--- src/hw/rtl/step_sequencer_position_defines.svh ---
// assertion macros for the step sequencer lane
// no dependencies; included by the top level only
`ifndef STEP_SEQUENCER_POSITION_DEFINES_SVH
`define STEP_SEQUENCER_POSITION_DEFINES_SVH

`ifndef ASSERT_OFF

// same-cycle implication, clocked on i_clk, off during reset
`define SSP_ASSERT_NOW(lbl, pre, post) \
    lbl: assert property (@(posedge i_clk) disable iff (!i_rst_n) (pre) |-> (post)) \
        else $error("ssp assertion failed");

// next-cycle implication, clocked on i_clk, off during reset
`define SSP_ASSERT_NEXT(lbl, pre, post) \
    lbl: assert property (@(posedge i_clk) disable iff (!i_rst_n) (pre) |=> (post)) \
        else $error("ssp assertion failed");

`else

`define SSP_ASSERT_NOW(lbl, pre, post)
`define SSP_ASSERT_NEXT(lbl, pre, post)

`endif

`endif

--- src/hw/rtl/ssp_pkg.sv ---
// shared types, codes and helpers of the step sequencer lane
// no dependencies
`timescale 1ns / 1ps
`default_nettype none

package ssp_pkg;

    localparam int STEPS_DEFAULT       = 8;
    localparam int GUARD_TICKS_DEFAULT = 48;

    localparam int APB_AW = 4;
    localparam int APB_DW = 32;

    // register indexes (paddr[3:2])
    localparam logic [1:0] REG_MODE  = 2'd0;
    localparam logic [1:0] REG_OWNER = 2'd1;
    localparam logic [1:0] REG_LANE  = 2'd2;
    localparam logic [1:0] REG_SEED  = 2'd3;

    localparam logic [15:0] SEED_RESET = 16'h0001;
    localparam logic [15:0] LFSR_MASK  = 16'hB400;

    // step modes
    localparam logic [2:0] MODE_NORMAL = 3'd0;
    localparam logic [2:0] MODE_SKIP   = 3'd1;
    localparam logic [2:0] MODE_SLIDE  = 3'd2;
    localparam logic [2:0] MODE_RESET  = 3'd3;
    localparam logic [2:0] MODE_P75    = 3'd4;
    localparam logic [2:0] MODE_P50    = 3'd5;
    localparam logic [2:0] MODE_P25    = 3'd6;

    // clock edge codes
    localparam logic [1:0] EDGE_NONE = 2'd0;
    localparam logic [1:0] EDGE_RISE = 2'd1;
    localparam logic [1:0] EDGE_FALL = 2'd2;

    // direction codes
    localparam logic [1:0] DIR_FWD  = 2'd0;
    localparam logic [1:0] DIR_BACK = 2'd1;
    localparam logic [1:0] DIR_PEND = 2'd2;

    typedef enum logic [2:0] {
        S_IDLE,
        S_DECODE,
        S_SEARCH,
        S_PULSE,
        S_DONE
    } t_state;

    // configuration handed from the register file to the core
    typedef struct packed {
        logic [23:0] mode_table;
        logic [15:0] owner_table;
        logic [1:0]  lane_id;
        logic        seed_load;
        logic [15:0] seed_value;
    } t_cfg;

    function automatic logic [2:0] mode_of(input logic [23:0] tbl, input logic [2:0] s);
        logic [23:0] sh;
        sh = tbl >> (5'(s) * 5'd3);
        return sh[2:0];
    endfunction

    function automatic logic [1:0] owner_of(input logic [15:0] tbl, input logic [2:0] s);
        logic [15:0] sh;
        sh = tbl >> {s, 1'b0};
        return sh[1:0];
    endfunction

endpackage

`default_nettype wire

--- src/hw/rtl/ssp_if.sv ---
// valid/ready channel interfaces: sample words in, position words out
// no dependencies
`timescale 1ns / 1ps
`default_nettype none

interface ssp_in_if ();
    logic       valid;
    logic       ready;
    logic [1:0] clock_edge;
    logic       reset_edge;
    logic       force_valid;
    logic [2:0] force_step;
    logic [1:0] direction;

    modport source (
        output valid, clock_edge, reset_edge, force_valid, force_step, direction,
        input  ready
    );
    modport sink (
        input  valid, clock_edge, reset_edge, force_valid, force_step, direction,
        output ready
    );
endinterface

interface ssp_out_if ();
    logic       valid;
    logic       ready;
    logic [2:0] step;
    logic       gate;
    logic       step_trigger;

    modport source (output valid, step, gate, step_trigger, input ready);
    modport sink (input valid, step, gate, step_trigger, output ready);
endinterface

`default_nettype wire

--- src/hw/rtl/ssp_core.sv ---
// lane sequencer: decode of one sample word and the iterative step search
// depends on ssp_pkg and ssp_if
`timescale 1ns / 1ps
`default_nettype none

module ssp_core #(
    parameter int STEPS       = ssp_pkg::STEPS_DEFAULT,
    parameter int GUARD_TICKS = ssp_pkg::GUARD_TICKS_DEFAULT
) (
    input  wire logic          i_clk,
    input  wire logic          i_rst_n,
    input  wire ssp_pkg::t_cfg i_cfg,
    ssp_in_if.sink             i_in,
    ssp_out_if.source          o_out
);

    localparam int          TRY_W      = $clog2(STEPS);
    localparam logic [TRY_W-1:0] TRY_LAST = TRY_W'(STEPS - 1);
    localparam logic [2:0]  LAST       = 3'(STEPS - 1);
    localparam logic [2:0]  TURN       = 3'(STEPS - 2);
    localparam logic [15:0] GUARD_LOAD = 16'(GUARD_TICKS);

    ssp_pkg::t_state r_state, n_state;

    logic [2:0]       r_pos,    n_pos;
    logic             r_back,   n_back;
    logic             r_pend_v, n_pend_v;
    logic [2:0]       r_pend_s, n_pend_s;
    logic [15:0]      r_guard,  n_guard;
    logic [15:0]      r_lfsr,   n_lfsr;
    logic             r_gate,   n_gate;
    logic             r_trig,   n_trig;
    logic [TRY_W-1:0] r_try,    n_try;
    logic             r_ov,     n_ov;

    // latched sample word
    logic [1:0] r_clk_e;
    logic       r_rst_e;
    logic       r_fv;
    logic [2:0] r_fs;
    logic [1:0] r_dir;

    // output word register
    logic [2:0] r_o_step;
    logic       r_o_gate;
    logic       r_o_trig;

    logic        w_accept;
    logic        w_out_free;
    logic [2:0]  w_mode_cur;
    logic        w_eff_pend;
    logic [2:0]  w_eff_step;
    logic [2:0]  w_adv_pos;
    logic        w_adv_back;
    logic [2:0]  w_adv_mode;
    logic        w_adv_prob;
    logic [15:0] w_lfsr_step;
    logic [1:0]  w_draw;
    logic        w_lose;
    logic [2:0]  w_jump_pos;

    function automatic logic [3:0] advance(input logic [2:0] pos, input logic back,
                                           input logic [1:0] dir);
        logic [2:0] p;
        logic       b;
        p = pos;
        b = back;
        case (dir)
            ssp_pkg::DIR_FWD: begin
                p = (pos >= LAST) ? 3'd0 : pos + 3'd1;
            end
            ssp_pkg::DIR_BACK: begin
                p = (pos == 3'd0) ? LAST : pos - 3'd1;
            end
            default: begin
                if (back) begin
                    if (pos == 3'd0) begin
                        p = 3'd1;
                        b = 1'b0;
                    end else begin
                        p = pos - 3'd1;
                    end
                end else if (pos >= LAST) begin
                    p = TURN;
                    b = 1'b1;
                end else begin
                    p = pos + 3'd1;
                end
            end
        endcase
        return {b, p};
    endfunction

    assign w_accept   = i_in.valid && i_in.ready;
    assign w_out_free = !r_ov || o_out.ready;

    assign i_in.ready         = (r_state == ssp_pkg::S_IDLE);
    assign o_out.valid        = r_ov;
    assign o_out.step         = r_o_step;
    assign o_out.gate         = r_o_gate;
    assign o_out.step_trigger = r_o_trig;

    assign w_mode_cur = ssp_pkg::mode_of(i_cfg.mode_table, r_pos);
    assign w_eff_pend = r_pend_v || r_fv;
    assign w_eff_step = r_fv ? ((r_fs >= LAST) ? LAST : r_fs) : r_pend_s;

    // jump target of a reset-mode step
    always_comb begin
        case (r_dir)
            ssp_pkg::DIR_FWD:  w_jump_pos = 3'd0;
            ssp_pkg::DIR_BACK: w_jump_pos = LAST;
            default:           w_jump_pos = r_back ? LAST : 3'd0;
        endcase
    end

    // shared search unit: one advance, one mode check and one draw
    assign {w_adv_back, w_adv_pos} = advance(r_pos, r_back, r_dir);
    assign w_adv_mode  = ssp_pkg::mode_of(i_cfg.mode_table, w_adv_pos);
    assign w_adv_prob  = w_adv_mode inside {ssp_pkg::MODE_P75, ssp_pkg::MODE_P50,
                                            ssp_pkg::MODE_P25};
    assign w_lfsr_step = (r_lfsr >> 1) ^ (r_lfsr[0] ? ssp_pkg::LFSR_MASK : 16'h0000);
    assign w_draw      = w_lfsr_step[1:0];

    always_comb begin
        case (w_adv_mode)
            ssp_pkg::MODE_SKIP: w_lose = 1'b1;
            ssp_pkg::MODE_P75:  w_lose = (w_draw > 2'd2);
            ssp_pkg::MODE_P50:  w_lose = (w_draw > 2'd1);
            ssp_pkg::MODE_P25:  w_lose = (w_draw != 2'd0);
            default:            w_lose = 1'b0;
        endcase
    end

    // next state
    always_comb begin
        n_state = r_state;
        case (r_state)
            ssp_pkg::S_IDLE: begin
                if (w_accept) n_state = ssp_pkg::S_DECODE;
            end
            ssp_pkg::S_DECODE: begin
                if (r_guard != 16'd0) begin
                    n_state = ssp_pkg::S_DONE;
                end else if (r_rst_e) begin
                    n_state = ssp_pkg::S_PULSE;
                end else if (r_clk_e == ssp_pkg::EDGE_RISE) begin
                    if (w_eff_pend || (w_mode_cur == ssp_pkg::MODE_RESET)) begin
                        n_state = ssp_pkg::S_PULSE;
                    end else begin
                        n_state = ssp_pkg::S_SEARCH;
                    end
                end else begin
                    n_state = ssp_pkg::S_DONE;
                end
            end
            ssp_pkg::S_SEARCH: begin
                if (!w_lose || (r_try == TRY_LAST)) n_state = ssp_pkg::S_PULSE;
            end
            ssp_pkg::S_PULSE: begin
                n_state = ssp_pkg::S_DONE;
            end
            ssp_pkg::S_DONE: begin
                if (w_out_free) n_state = ssp_pkg::S_IDLE;
            end
            default: n_state = ssp_pkg::S_IDLE;
        endcase
    end

    // datapath updates
    always_comb begin
        n_pos    = r_pos;
        n_back   = r_back;
        n_pend_v = r_pend_v;
        n_pend_s = r_pend_s;
        n_guard  = r_guard;
        n_lfsr   = r_lfsr;
        n_gate   = r_gate;
        n_trig   = r_trig;
        n_try    = r_try;
        n_ov     = r_ov && !o_out.ready;
        case (r_state)
            ssp_pkg::S_DECODE: begin
                n_try = '0;
                if (r_guard != 16'd0) begin
                    n_guard = r_guard - 16'd1;
                    if (r_guard == 16'd1) begin
                        n_gate = 1'b0;
                        n_trig = 1'b0;
                    end
                end else if (r_rst_e) begin
                    n_pos    = (r_dir == ssp_pkg::DIR_BACK) ? LAST : 3'd0;
                    n_back   = 1'b0;
                    n_pend_v = 1'b0;
                    n_guard  = GUARD_LOAD;
                end else begin
                    n_pend_v = w_eff_pend;
                    n_pend_s = w_eff_step;
                    if (r_clk_e == ssp_pkg::EDGE_RISE) begin
                        if (w_eff_pend) begin
                            n_pos    = w_eff_step;
                            n_pend_v = 1'b0;
                        end else if (w_mode_cur == ssp_pkg::MODE_RESET) begin
                            n_pos = w_jump_pos;
                        end
                    end else if (r_clk_e == ssp_pkg::EDGE_FALL) begin
                        if (w_mode_cur != ssp_pkg::MODE_SLIDE) n_gate = 1'b0;
                        n_trig = 1'b0;
                    end
                end
            end
            ssp_pkg::S_SEARCH: begin
                n_pos  = w_adv_pos;
                n_back = w_adv_back;
                if (w_adv_prob) n_lfsr = w_lfsr_step;
                n_try  = r_try + TRY_W'(1);
            end
            ssp_pkg::S_PULSE: begin
                // skip step silences the gate only when reached by a clock
                n_gate = r_rst_e || (w_mode_cur != ssp_pkg::MODE_SKIP);
                n_trig = (ssp_pkg::owner_of(i_cfg.owner_table, r_pos) == i_cfg.lane_id);
            end
            ssp_pkg::S_DONE: begin
                if (w_out_free) n_ov = 1'b1;
            end
            default: begin
            end
        endcase
        if (i_cfg.seed_load) n_lfsr = i_cfg.seed_value;
    end

    always_ff @(posedge i_clk) begin
        if (!i_rst_n) begin
            r_state  <= ssp_pkg::S_IDLE;
            r_pos    <= 3'd0;
            r_back   <= 1'b0;
            r_pend_v <= 1'b0;
            r_pend_s <= 3'd0;
            r_guard  <= 16'd0;
            r_lfsr   <= ssp_pkg::SEED_RESET;
            r_gate   <= 1'b1;
            r_trig   <= 1'b0;
            r_try    <= '0;
            r_ov     <= 1'b0;
        end else begin
            r_state  <= n_state;
            r_pos    <= n_pos;
            r_back   <= n_back;
            r_pend_v <= n_pend_v;
            r_pend_s <= n_pend_s;
            r_guard  <= n_guard;
            r_lfsr   <= n_lfsr;
            r_gate   <= n_gate;
            r_trig   <= n_trig;
            r_try    <= n_try;
            r_ov     <= n_ov;
        end
    end

    always_ff @(posedge i_clk) begin
        if (w_accept) begin
            r_clk_e <= i_in.clock_edge;
            r_rst_e <= i_in.reset_edge;
            r_fv    <= i_in.force_valid;
            r_fs    <= i_in.force_step;
            r_dir   <= (i_in.direction > ssp_pkg::DIR_PEND) ? ssp_pkg::DIR_PEND
                                                            : i_in.direction;
        end
        if ((r_state == ssp_pkg::S_DONE) && w_out_free) begin
            r_o_step <= r_pos;
            r_o_gate <= r_gate;
            r_o_trig <= r_trig;
        end
    end

endmodule

`default_nettype wire

--- src/hw/rtl/step_sequencer_position.sv ---
// top level of one step sequencer lane: register file and lane core
// depends on ssp_pkg, ssp_if, ssp_core and step_sequencer_position_defines.svh
`timescale 1ns / 1ps
`default_nettype none

// channel   dir  handshake       word
// i_in      in   valid / ready   clock_edge, reset_edge, force_valid, force_step, direction
// o_out     out  valid / ready   step, gate, step_trigger
// apb       in   psel / penable  paddr, pwdata -> prdata (pready tied high)
//
// states: a word with no rising clock or inside the guard passes decode and done only;
// a reset edge, a forced step or a reset-mode step adds the pulse state, and the step
// search adds search and pulse, up to STEPS tries; the search unit (one advance, mode check
// and lfsr draw) tries one step per cycle
// reset: synchronous on i_rst_n, no clearing pass; lfsr starts at seed 1
// stalls: a finished word waits in the output register while the next sample
// word is taken; the core only stalls in its last state if that register is full

`include "step_sequencer_position_defines.svh"

module step_sequencer_position #(
    parameter int STEPS       = ssp_pkg::STEPS_DEFAULT,
    parameter int GUARD_TICKS = ssp_pkg::GUARD_TICKS_DEFAULT
) (
    input  wire logic                       i_clk,
    input  wire logic                       i_rst_n,
    ssp_in_if.sink                          i_in,
    ssp_out_if.source                       o_out,
    input  wire logic                       psel,
    input  wire logic                       penable,
    input  wire logic                       pwrite,
    input  wire logic [ssp_pkg::APB_AW-1:0] paddr,
    input  wire logic [ssp_pkg::APB_DW-1:0] pwdata,
    output      logic [ssp_pkg::APB_DW-1:0] prdata,
    output      logic                       pready
);

    // configuration registers
    logic [23:0] r_mode_table;
    logic [15:0] r_owner_table;
    logic [1:0]  r_lane_id;
    logic [15:0] r_seed;

    logic          w_wr;
    logic [1:0]    w_idx;
    ssp_pkg::t_cfg w_cfg;

    assign pready = 1'b1;
    // write completes in the access phase
    assign w_wr  = psel && penable && pwrite && pready;
    // word index, byte offset ignored
    assign w_idx = paddr[3:2];

    always_ff @(posedge i_clk) begin
        if (!i_rst_n) begin
            r_mode_table  <= 24'd0;
            r_owner_table <= 16'd0;
            r_lane_id     <= 2'd0;
            r_seed        <= ssp_pkg::SEED_RESET;
        end else if (w_wr) begin
            case (w_idx)
                ssp_pkg::REG_MODE:  r_mode_table  <= pwdata[23:0];
                ssp_pkg::REG_OWNER: r_owner_table <= pwdata[15:0];
                ssp_pkg::REG_LANE:  r_lane_id     <= pwdata[1:0];
                ssp_pkg::REG_SEED:  r_seed        <= pwdata[15:0];
                default: begin
                end
            endcase
        end
    end

    always_comb begin
        case (w_idx)
            ssp_pkg::REG_MODE:  prdata = {8'd0, r_mode_table};
            ssp_pkg::REG_OWNER: prdata = {16'd0, r_owner_table};
            ssp_pkg::REG_LANE:  prdata = {30'd0, r_lane_id};
            ssp_pkg::REG_SEED:  prdata = {16'd0, r_seed};
            default:            prdata = '0;
        endcase
    end

    // a seed write reloads the lfsr in the same edge; a zero seed loads one
    assign w_cfg.mode_table  = r_mode_table;
    assign w_cfg.owner_table = r_owner_table;
    assign w_cfg.lane_id     = r_lane_id;
    assign w_cfg.seed_load   = w_wr && (w_idx == ssp_pkg::REG_SEED);
    assign w_cfg.seed_value  = (pwdata[15:0] == 16'd0) ? ssp_pkg::SEED_RESET
                                                       : pwdata[15:0];

    ssp_core #(
        .STEPS       (STEPS),
        .GUARD_TICKS (GUARD_TICKS)
    ) u_core (
        .i_clk   (i_clk),
        .i_rst_n (i_rst_n),
        .i_cfg   (w_cfg),
        .i_in    (i_in),
        .o_out   (o_out)
    );

    // one sample word in flight: taking a word drops ready on the next cycle
    `SSP_ASSERT_NEXT(a_single_word, i_in.valid && i_in.ready, !i_in.ready)

    // a result word only appears after the core was busy with a sample word
    `SSP_ASSERT_NOW(a_out_after_busy, $rose(o_out.valid), !$past(i_in.ready))

endmodule

`default_nettype wire
--- src/flat_wrapper.sv ---
// flat-port wrapper written by rule: the top's interface ports become plain ports
module step_sequencer_position_flat 
#(
    parameter int STEPS       = ssp_pkg::STEPS_DEFAULT,
    parameter int GUARD_TICKS = ssp_pkg::GUARD_TICKS_DEFAULT
)
  (i_clk, i_rst_n, psel, penable, pwrite, paddr, pwdata, prdata, pready, i_in_valid, i_in_clock_edge, i_in_reset_edge, i_in_force_valid, i_in_force_step, i_in_direction, i_in_ready, o_out_valid, o_out_step, o_out_gate, o_out_step_trigger, o_out_ready);
  ssp_in_if i_in_i ();
  ssp_out_if o_out_i ();
  input  wire logic i_clk;
  input  wire logic i_rst_n;
  input  wire logic psel;
  input  wire logic penable;
  input  wire logic pwrite;
  input  wire logic [ssp_pkg::APB_AW-1:0] paddr;
  input  wire logic [ssp_pkg::APB_DW-1:0] pwdata;
  output      logic [ssp_pkg::APB_DW-1:0] prdata;
  output      logic pready;
  input wire logic [$bits(i_in_i.valid)-1:0] i_in_valid;
  input wire logic [$bits(i_in_i.clock_edge)-1:0] i_in_clock_edge;
  input wire logic [$bits(i_in_i.reset_edge)-1:0] i_in_reset_edge;
  input wire logic [$bits(i_in_i.force_valid)-1:0] i_in_force_valid;
  input wire logic [$bits(i_in_i.force_step)-1:0] i_in_force_step;
  input wire logic [$bits(i_in_i.direction)-1:0] i_in_direction;
  output wire logic [$bits(i_in_i.ready)-1:0] i_in_ready;
  output wire logic [$bits(o_out_i.valid)-1:0] o_out_valid;
  output wire logic [$bits(o_out_i.step)-1:0] o_out_step;
  output wire logic [$bits(o_out_i.gate)-1:0] o_out_gate;
  output wire logic [$bits(o_out_i.step_trigger)-1:0] o_out_step_trigger;
  input wire logic [$bits(o_out_i.ready)-1:0] o_out_ready;
  assign i_in_i.valid = i_in_valid;
  assign i_in_i.clock_edge = i_in_clock_edge;
  assign i_in_i.reset_edge = i_in_reset_edge;
  assign i_in_i.force_valid = i_in_force_valid;
  assign i_in_i.force_step = i_in_force_step;
  assign i_in_i.direction = i_in_direction;
  assign i_in_ready = i_in_i.ready;
  assign o_out_valid = o_out_i.valid;
  assign o_out_step = o_out_i.step;
  assign o_out_gate = o_out_i.gate;
  assign o_out_step_trigger = o_out_i.step_trigger;
  assign o_out_i.ready = o_out_ready;
  step_sequencer_position #(.STEPS(STEPS), .GUARD_TICKS(GUARD_TICKS)) u_core (.i_clk(i_clk), .i_rst_n(i_rst_n), .i_in(i_in_i), .o_out(o_out_i), .psel(psel), .penable(penable), .pwrite(pwrite), .paddr(paddr), .pwdata(pwdata), .prdata(prdata), .pready(pready));
endmodule
--- config.mk ---
export PLATFORM = sky130hd
export DESIGN_NAME = step_sequencer_position_flat
export DESIGN_NICKNAME = d
export VERILOG_FILES = /design/src/hw/rtl/ssp_pkg.sv /design/src/hw/rtl/ssp_if.sv /design/src/hw/rtl/ssp_core.sv /design/src/hw/rtl/step_sequencer_position.sv /design/src/flat_wrapper.sv
export VERILOG_INCLUDE_DIRS = /design/src /design/src/hw/rtl
export SDC_FILE = /design/constraint.sdc
export NUM_CORES = 1
export LEC_CHECK = 0
export BUFFER_PORTS_ARGS = -buffer_cell sky130_fd_sc_hd__buf_2
export CORE_MARGIN = 2
export CORE_UTILIZATION = 55
export CTS_CLUSTER_SIZE = 10
export DETAILED_ROUTE_END_ITERATION = 8
export PLACE_DENSITY = 0.89
export SKIP_CTS_REPAIR_TIMING = 1
export SLEW_MARGIN = 10
export SYNTH_ARGS = -nofsm -noshare
export SYNTH_HDL_FRONTEND = slang
export SYNTH_HIERARCHICAL = 1
export SYNTH_SLANG_ARGS = --single-unit
--- constraint.sdc ---
create_clock -name i_clk -period 4.61 [get_ports i_clk]
set_input_delay 1.383 -clock i_clk [delete_from_list [all_inputs] [get_ports i_clk]]
set_output_delay 1.383 -clock i_clk [all_outputs]
set_load 0.02 [all_outputs]
-- Word level (Yosys, flattened, before mapping)
Cells that the tools add are included.
- add/subtract/negate cells: 4
- eq/ne operators: 33
- magnitude comparators: 5
- shift operators: 3
- muxes and demuxes: 58
- div/mod/pow operators: 0
- bitwise operators: 3
- reduce and logical (&&, ||, !) cells: 41
- multiply operators: 2
- operators by type and width (operator ; count):
    one-hot mux 32 bit (4 select lines) ; 1
    two-way mux 16 bit ; 7
    two-way mux 3 bit ; 20
    right shift 24 x 5 -> 3 bit ; 2
    one-hot mux 3 bit (2 select lines) ; 4
    two-way mux 1 bit ; 21
    inequality test 3 bit, second input constant ; 6
    equality test 16 x 1 -> 1 bit, second input constant ; 1
    zero test 16 bit ; 1
    nonzero test 16 bit ; 1
    right shift 16 x 4 -> 2 bit ; 1
    subtractor 16 x 1 -> 16 bit, second input constant ; 1
    bitwise XOR 15 x 16 -> 16 bit ; 1
    equality test 3 bit, second input constant ; 5
    one-hot mux 3 bit (5 select lines) ; 1
    AND reduction 2 bit ; 7
    nonzero test 2 bit ; 6
    multiplier 3 x 2 -> 5 bit, second input constant ; 2
    inequality test 2 bit, second input constant ; 5
    equality test 3 x 2 -> 1 bit, second input constant ; 3
    AND reduction 4 bit ; 2
    adder 3 x 1 -> 3 bit, second input constant ; 2
    equality test 2 x 1 -> 1 bit, second input constant ; 3
    equality test 2 bit, second input constant ; 3
    other kinds (23) ; 43
- bits in writable memories: 0
- word-level logic and storage cells: 172
- memories: 0
- output and inout port bits: 40
- ROM bits: 0
- latch bits: 0
- bits in registers: 121
- input bits: 52

-- Depth between registers and ports, before layout
Gate-level depths: netlist (run 1).
- word-level depth: 12
- depth in mapped cells: 16
- mapped depth without buffers: 12

-- Hierarchy
Netlist (run 1), hierarchy kept.
- by module, submodules not included (module ; area each (µm²) ; times used ; sequential area each (µm²) ; cells an instance):
    ssp_core ; 3782.4 ; 1 ; 1401.3 ; 420
    step_sequencer_position ; 2786.4 ; 1 ; 1161.1 ; 309

-- Worst setup path before layout (run 1)
No wires, ideal clock.
- path kind: input to output
- start: input port paddr[2] in the netlist's numbering
- end: output port prdata[10] in the netlist's numbering
- stages: 4
- slack: 0.934 ns
- arrival time: 2.293 ns
- required time: 3.227 ns
- buffers on the path: 2
- cells stage by stage: buf_4 > buf_6 > mux2i_1 > o21ai_0
- longest elaborated chain between the ends: 2
- elaborated cells on any way between the ends: 5
- classes of those cells: eq/ne: 3; mux: 1; reduce/logical: 1
- ends and longest elaborated chain (element ; line ; text):
    from (decl) ; flat_wrapper.sv:15 ; input wire logic [ssp_pkg::APB_AW-1:0] paddr;
    equality test 2 bit (tied with other cells) ; step_sequencer_position.sv:73 ; case (w_idx)
    one-hot mux 32 bit (4 select lines) * ; step_sequencer_position.sv:73 ;
    to (decl) ; flat_wrapper.sv:17 ; output logic [ssp_pkg::APB_DW-1:0] prdata;
Every way passes the cells marked *; elsewhere a longest branch is shown, timed or not. The select of a mux whose other input is x is not followed.

-- Worst setup path after layout (run 1)
- start: input port paddr[2] in the netlist's numbering
- end: output port prdata[12] in the netlist's numbering
The elaborated chain is that of the path after synthesis.

==> out/metrics.yaml, run 1 <==
outcome:
  outcome: "completed"
floorplanning:
  io_pins: 92
  row_count: 39
  die_w_microns: 113.3
  die-area_sq_um: 12830
  initial_core_util: 0.5704
  core_region_area_sq_um: 11520
  die_y_microns: 113.3
setup_path:
  worst-r2r-setup-slack_ns: 0.75
  crit_start: "paddr[2]"
  arrival_ns: 2.81
  path_max_fanout: 22
  cp_data_required_time_ns: 3.23
  reg2reg_depth: 11
  path_cells: "buf_2, and2_2, nand2_1, o21ai_0, buf_2"
  cpPeakStageDelay_ns: 0.48
  cpMostUsedCell: "buf_2"
  timing.rr.start: "u_core/u_core/r_pos[0]"
  crit_buf_inv: 2
  cp-end-kind: "output port"
  path_class: "in -> out"
  crit_path_start_kind: "input pin"
  critPathTopFamily: "buffers and inverters"
  regToRegEndpoint: "u_core/u_core/r_lfsr[3]"
  cp_slowest_cell: "buf_2"
timing:
  setup_viol: 0
  tightest_slew_ns: 0.7337
  skew_ns: 0.01245
  hold_viol: 0
  timing.setup.tns_ns: 0
  rsz0062_at_grt: "no"
  maxSlewHeadroom: 0.5109
  layout_min_cycle_time_ns: 4.191
  fmax_mhz: 238.6
  period_share: 0.9090
  slew_viol_final: 0
synthesis:
  synth_cells: 729
  synth_top_area_cell: "dfxtp_1"
  synth_edf_count: 14
  yosys_warnings: 6
  yosysSeqAreaShare: 0.3901
  synth_area_per_cell_sq_um: 9.011
  async_flop_share: 0
  synth.distinct_cells: 68
  syn_area_sq_um: 6569
  synth-seq-cells: 121
  synth_ff_type: "dfxtp_1"
  yosys-top-cells-area: "dfxtp_1, mux2i_1, nand2_1"
  synth.top_cell.area_share: 0.3261
pwr:
  powerDensity_nw_per_um2: 472.5
  leakagePower_nw: 2.914
  power_w: 0.003481
  peakVddDrop_v: 0.0003062
clock_tree:
  htreeDepth: 4
  cts-root-buf: "clkbuf_16"
  cts_tree: "done"
  path_clk_slew_ns: 0.05
  clk_latency_ns: 0.42
  cts_buffers: 17
  cts.sink_count: 121
  cts_buffer_depth: 2
hold_path:
  min_to: "u_core/r_seed[14]"
  hp-class: "reg -> reg"
  min_path_cells: 2
  hold_start: "u_core/r_seed[14]"
layout:
  diodes: 0
  synthToLayoutAreaGrowth_pct: 12.15
  drive_gt1_frac: 0.1765
  n_fill_cell: 918
  final_nets: 830
placed_design:
  io_buffer_count: 72
  hpwl_microns: 10710
  gp_congestion: 0.9721
run:
  cap_violations: 0
grt:
  grt_antenna_before_repair: 0
  grt_max_degree: 63
  grt_pass1_vias: 5166
  grt_pass1_wl_microns: 25260
  gr-usage-all-layers: 0.2494
  grt-ovfl-total: 0
detailed_routing:
  wl_per_cell_microns: 17.04
  drc_errors: 0
  drtAntennaViolNets: 0
  vias_per_cell: 6.013
  drt_iter0_drc: 433
  dr.pass1.iters: 5
  vias: 5562
  wl_microns: 15770
-- worst max path at each step --
stage                     slack [ns]  cells after the start         end
after detailed placement        0.46                      5  prdata[12]
final                           0.42                      5  prdata[12]
after global routing            0.34                      5  prdata[12]
after floorplan                 0.93                      4  prdata[10]
after global placement          0.46                      5  prdata[10]
after CTS                       0.44                      5  prdata[12]
-- cells by family after synthesis --
logic type	count (synthesis)	synth area share
AND/OR/NAND/NOR	277	0.2067
other	2	0.001143
AO/OA/AOI/OAI	118	0.1227
XOR/XNOR	17	0.02267
adder cells (fa/ha/maj)	9	0.01714
flip-flops	121	0.3901
buffers and inverters	85	0.06743
multiplexers	100	0.1722
-- layout by cell type (no fill, tap or decap), types with 14 or more instances in the layout --
cell and instances:
buf_2 72, dfxtp_1 107, o21ai_0 37, inv_1 17, mux2i_1 89, nor2_1 52
a21oi_1 30, edfxtp_1 14, nor3_1 27, nand2_1 116, clkbuf_16 17
-- registers in the layout (all words and copies together) (netlist names), 2 cells and up --
name,flops
u_core/u_core/r_pend_s,3
u_core/u_core/r_state,3
u_core/u_core/r_fs,3
u_core/u_core/r_guard,16
u_core/u_core/r_try,3
u_core/u_core/r_dir,2
u_core/u_core/r_pos,3
u_core/r_lane_id,2
u_core/u_core/o_out.step,3
u_core/u_core/r_clk_e,2
u_core/u_core/r_lfsr,16
u_core/r_mode_table,24
u_core/r_seed,16
u_core/r_owner_table,16
-- layout make-up --
type / count / area [sq um] / area share
clock buffer: 20 / 466.7 / 0.06335
timing repair buffer: 81 / 427.9 / 0.05808
clock inverter: 12 / 73.82 / 0.01002
multi-input combinational: 530 / 3590 / 0.4873
sequential: 121 / 2562 / 0.3478
tap: 143 / 178.9 / 0.02429
inverter: 18 / 67.56 / 0.009171
-- cell usage after synthesis, drive strengths merged (3+ instances only) --
library cell,count
o211a,3
nand2b,3
o221ai,3
a221o,3
clkbuf,35
and3,4
or4,4
and2,11
xor2,8
inv,17
o21ai,42
ha,9
mux2i,89
nor3b,5
a211oi,5
nor2b,12
a31oi,4
nor2,53
dfxtp,107
nor4,9
and4,4
nand3,14
edfxtp,14
buf,32
or3,4
nand2,117
a211o,4
a22oi,7
a2111oi,5
xnor2,9
a21oi,30
nor3,28
o32a,4
mux4,10
-- layer usage --
layer | global-route usage | wire, microns | vias to the layer above | share of wire
met2 | 0.4000 | 7414 | 259 | 0.47
li1 | - | - | 2641 | -
met4 | 0.1008 | 323 | 0 | 0.020
met3 | 0.06427 | 1285 | 26 | 0.082
met5 | 0 | 0 | - | 0
met1 | 0.3221 | 6742 | 2636 | 0.43
-- power by group --
| group | total (W) | internal [W] | switching, W |
|---|---|---|---|
| registers | 0.00132 | 0.00119 | 0.000130 |
| logic | 0.000974 | 0.000389 | 0.000585 |
| clock network | 0.00119 | 0.000722 | 0.000466 |
| total | 0.00348 | 0.00230 | 0.00118 |
-- metrics by stage --
stage          instance area, sq um  instances  hold WS (ns)  utilization  setup WS (ns)
3_5_place_dp                   6827        893        0.4392       0.5928         0.4620
6_report                       7367        925        0.4600       0.6397         0.4195
2_1_floorplan                  6595        736        0.4019            -         0.9345
4_1_cts                        7367        925        0.4521       0.6397         0.4440
5_1_grt                        7367        925        0.4709       0.6397         0.3380
3_3_place_gp                   6827        893        0.4293       0.5928         0.4613
-- tightest hold or removal path, cell delays in order, from the launching register on --
cell     delay (ns)
dfxtp_1        0.31
nand2_1        0.05
mux2i_1        0.05
Note: power is estimated with default switching activity, not from simulation.
==> inputs of run 2 (changes only) <==
- BUFFER_PORTS_ARGS: -buffer_cell sky130_fd_sc_hd__buf_2 -> -buffer_cell sky130_fd_sc_hd__buf_4
- CORE_UTILIZATION: 55 -> 25
- PLACE_DENSITY: 0.89 -> 0.53
==> run 2 against run 1 <==
Against the previous run: register-to-register slack got worse by 0.03 ns; combinational power about the same; cell area increased by 5.6%; core utilization decreased by 34 points; sequential share of layout area decreased by 1.8 points; setup slack improved by 0.23 ns; sequential cell count unchanged; via count decreased by 4.7%; clock-buffer cell count increased by 2.
==> out/metrics.yaml, run 2 (synthesis results as in run 1) <==
timing:
  fmax_mhz: 252.6  # +5.8%
  hold_viol: 0  # unchanged
  slew_viol_final: 0  # unchanged
  timing.setup.tns_ns: 0  # unchanged
  layout_min_cycle_time_ns: 3.959  # -0.2312 ns
  maxSlewHeadroom: 0.4977  # -0.01322
  tightest_slew_ns: 0.7535  # +0.01983 ns
  skew_ns: 0.009325  # -0.003121 ns
  rsz0062_at_grt: "no"
  setup_viol: 0  # unchanged
  period_share: 0.8589  # -0.05016
layout:
  synthToLayoutAreaGrowth_pct: 18.38
  largest-register: "u_core/r_mode_table"
  drive_gt1_frac: 0.1705  # -0.005958
  diodes: 0  # unchanged
  final_common_cell: "nand2_1"
  largest_reg_flops: 24  # unchanged
  final_nets: 831  # +0.12%
  layout_common_cells: "nand2_1, dfxtp_1, mux2i_1"
setup_path:
  arrival_ns: 2.58  # -0.23 ns
  crit_buf_inv: 2  # unchanged
  cp_data_required_time_ns: 3.23  # about the same
  cp_slowest_cell: "and2_2"
  cpPeakStageDelay_ns: 0.40  # -0.08 ns
  path_cells: "buf_4, and2_2, nand2_1, o21ai_0, buf_4"
  crit_path_start_kind: "input pin"
  cp-end-kind: "output port"
  path_max_fanout: 22  # unchanged
  cpMostUsedCell: "buf_4"
  critPathTopFamily: "buffers and inverters"
  path_class: "in -> out"
detailed_routing:
  dr.pass1.iters: 5  # unchanged
  vias_per_cell: 4.752  # -21%
  drtAntennaViolNets: 0  # unchanged
  drc_errors: 0  # unchanged
  wl_microns: 17820  # +13%
  drt_iter0_drc: 422  # -2.5%
  wl_per_cell_microns: 15.98  # -6.2%
  vias: 5299  # -4.7%
hold_path:
  hp-class: "reg -> reg"
floorplanning:
  die_w_microns: 166.1  # +47%
  die_y_microns: 166.1  # +47%
  die-area_sq_um: 27590  # +110%
  initial_core_util: 0.2535  # -0.3169
  io_pins: 92  # unchanged
  row_count: 59  # +51%
  core_region_area_sq_um: 25910  # +130%
clock_tree:
  cts-root-buf: "clkbuf_16"
  htreeDepth: 4  # unchanged
  cts_tree: "done"
  cts.sink_count: 121  # unchanged
  cts_buffer_depth: 2  # unchanged
  clk_latency_ns: 0.41  # about the same
  path_clk_slew_ns: 0.05  # about the same
  cts_buffers: 17  # unchanged
pwr:
  peakVddDrop_v: 0.0002541  # -17%
  power_w: 0.003505  # +0.68%
  leakagePower_nw: 2.940  # +0.87%
  powerDensity_nw_per_um2: 450.7  # -4.6%
run:
  cap_violations: 0  # unchanged
grt:
  grt_pass1_vias: 5093  # -1.4%
  grt_max_degree: 36  # -43%
  grt_antenna_before_repair: 0  # unchanged
  gr-usage-all-layers: 0.1304  # -0.1189
  grt-ovfl-total: 0  # unchanged
  grt_pass1_wl_microns: 28530  # +13%
outcome:
  outcome: "completed"
placed_design:
  gp_congestion: 0.8708  # -10%
  io_buffer_count: 72  # unchanged
  hpwl_microns: 13090  # +22%
==> run 2: changes by cell type in the layout (fill, tap and decap cells not counted) <==
cell	before	now
clkbuf_8	3	1
clkbuf_1	0	3
buf_2	72	0
inv_4	2	0
clkinv_2	6	3
buf_4	9	82
clkbuf_16	17	18
==> run 2: cell type report <==
class,instances,area [sq um]
Multi-Input combinational cell,530,3590
Inverter,18,67.56
Tap cell,335,419.2
Sequential cell,121,2562
Clock buffer,22,475.5
Fill cell,2701,18130
Clock inverter,7,46.29
Timing Repair Buffer,82,615.6
==> run 2: path summary, 6_finish.rpt <==
path	from	end	slack [ns]	cells past startpoint
worst max-delay path	paddr[2]	prdata[10]	0.65	5
worst max register to register	u_core/u_core/r_pos[1]	u_core/u_core/r_lfsr[3]	0.72	11
worst min register to register	u_core/u_core/r_trig	u_core/u_core/o_out.step_trigger	0.45	0
worst min-delay path	u_core/u_core/r_trig	u_core/u_core/o_out.step_trigger	0.45	0
==> run 2: through the flow <==
step	utilization	area, sq um	setup WS (ns)	hold slack (ns)	cells
finish	0.3001	7776	0.6507	0.4485	1115
global route	0.3001	7776	0.4467	0.4573	1115
CTS	0.3001	7776	0.6536	0.4432	1115
detailed placement	0.2800	7254	0.6552	0.4308	1086
global placement	0.2800	7254	0.6356	0.4228	1086
floorplan	-	6595	0.9345	0.4019	736
==> run 2: where the power goes <==
part           switching (W)  leakage [nW]  internal, W
Combinational       0.000596          1.69     0.000408
Sequential          0.000127         0.996      0.00119
Clock               0.000463         0.249     0.000720
==> run 2: metal layers <==
layer | routed length, microns | vias up | GRT usage | part of all wire
li1 | - | 2634 | - | -
met1 | 8651 | 2535 | 0.1801 | 0.49
met2 | 8184 | 114 | 0.2026 | 0.46
met3 | 714 | 16 | 0.02550 | 0.040
met4 | 271 | 0 | 0.04688 | 0.015
met5 | 0 | - | 0 | 0
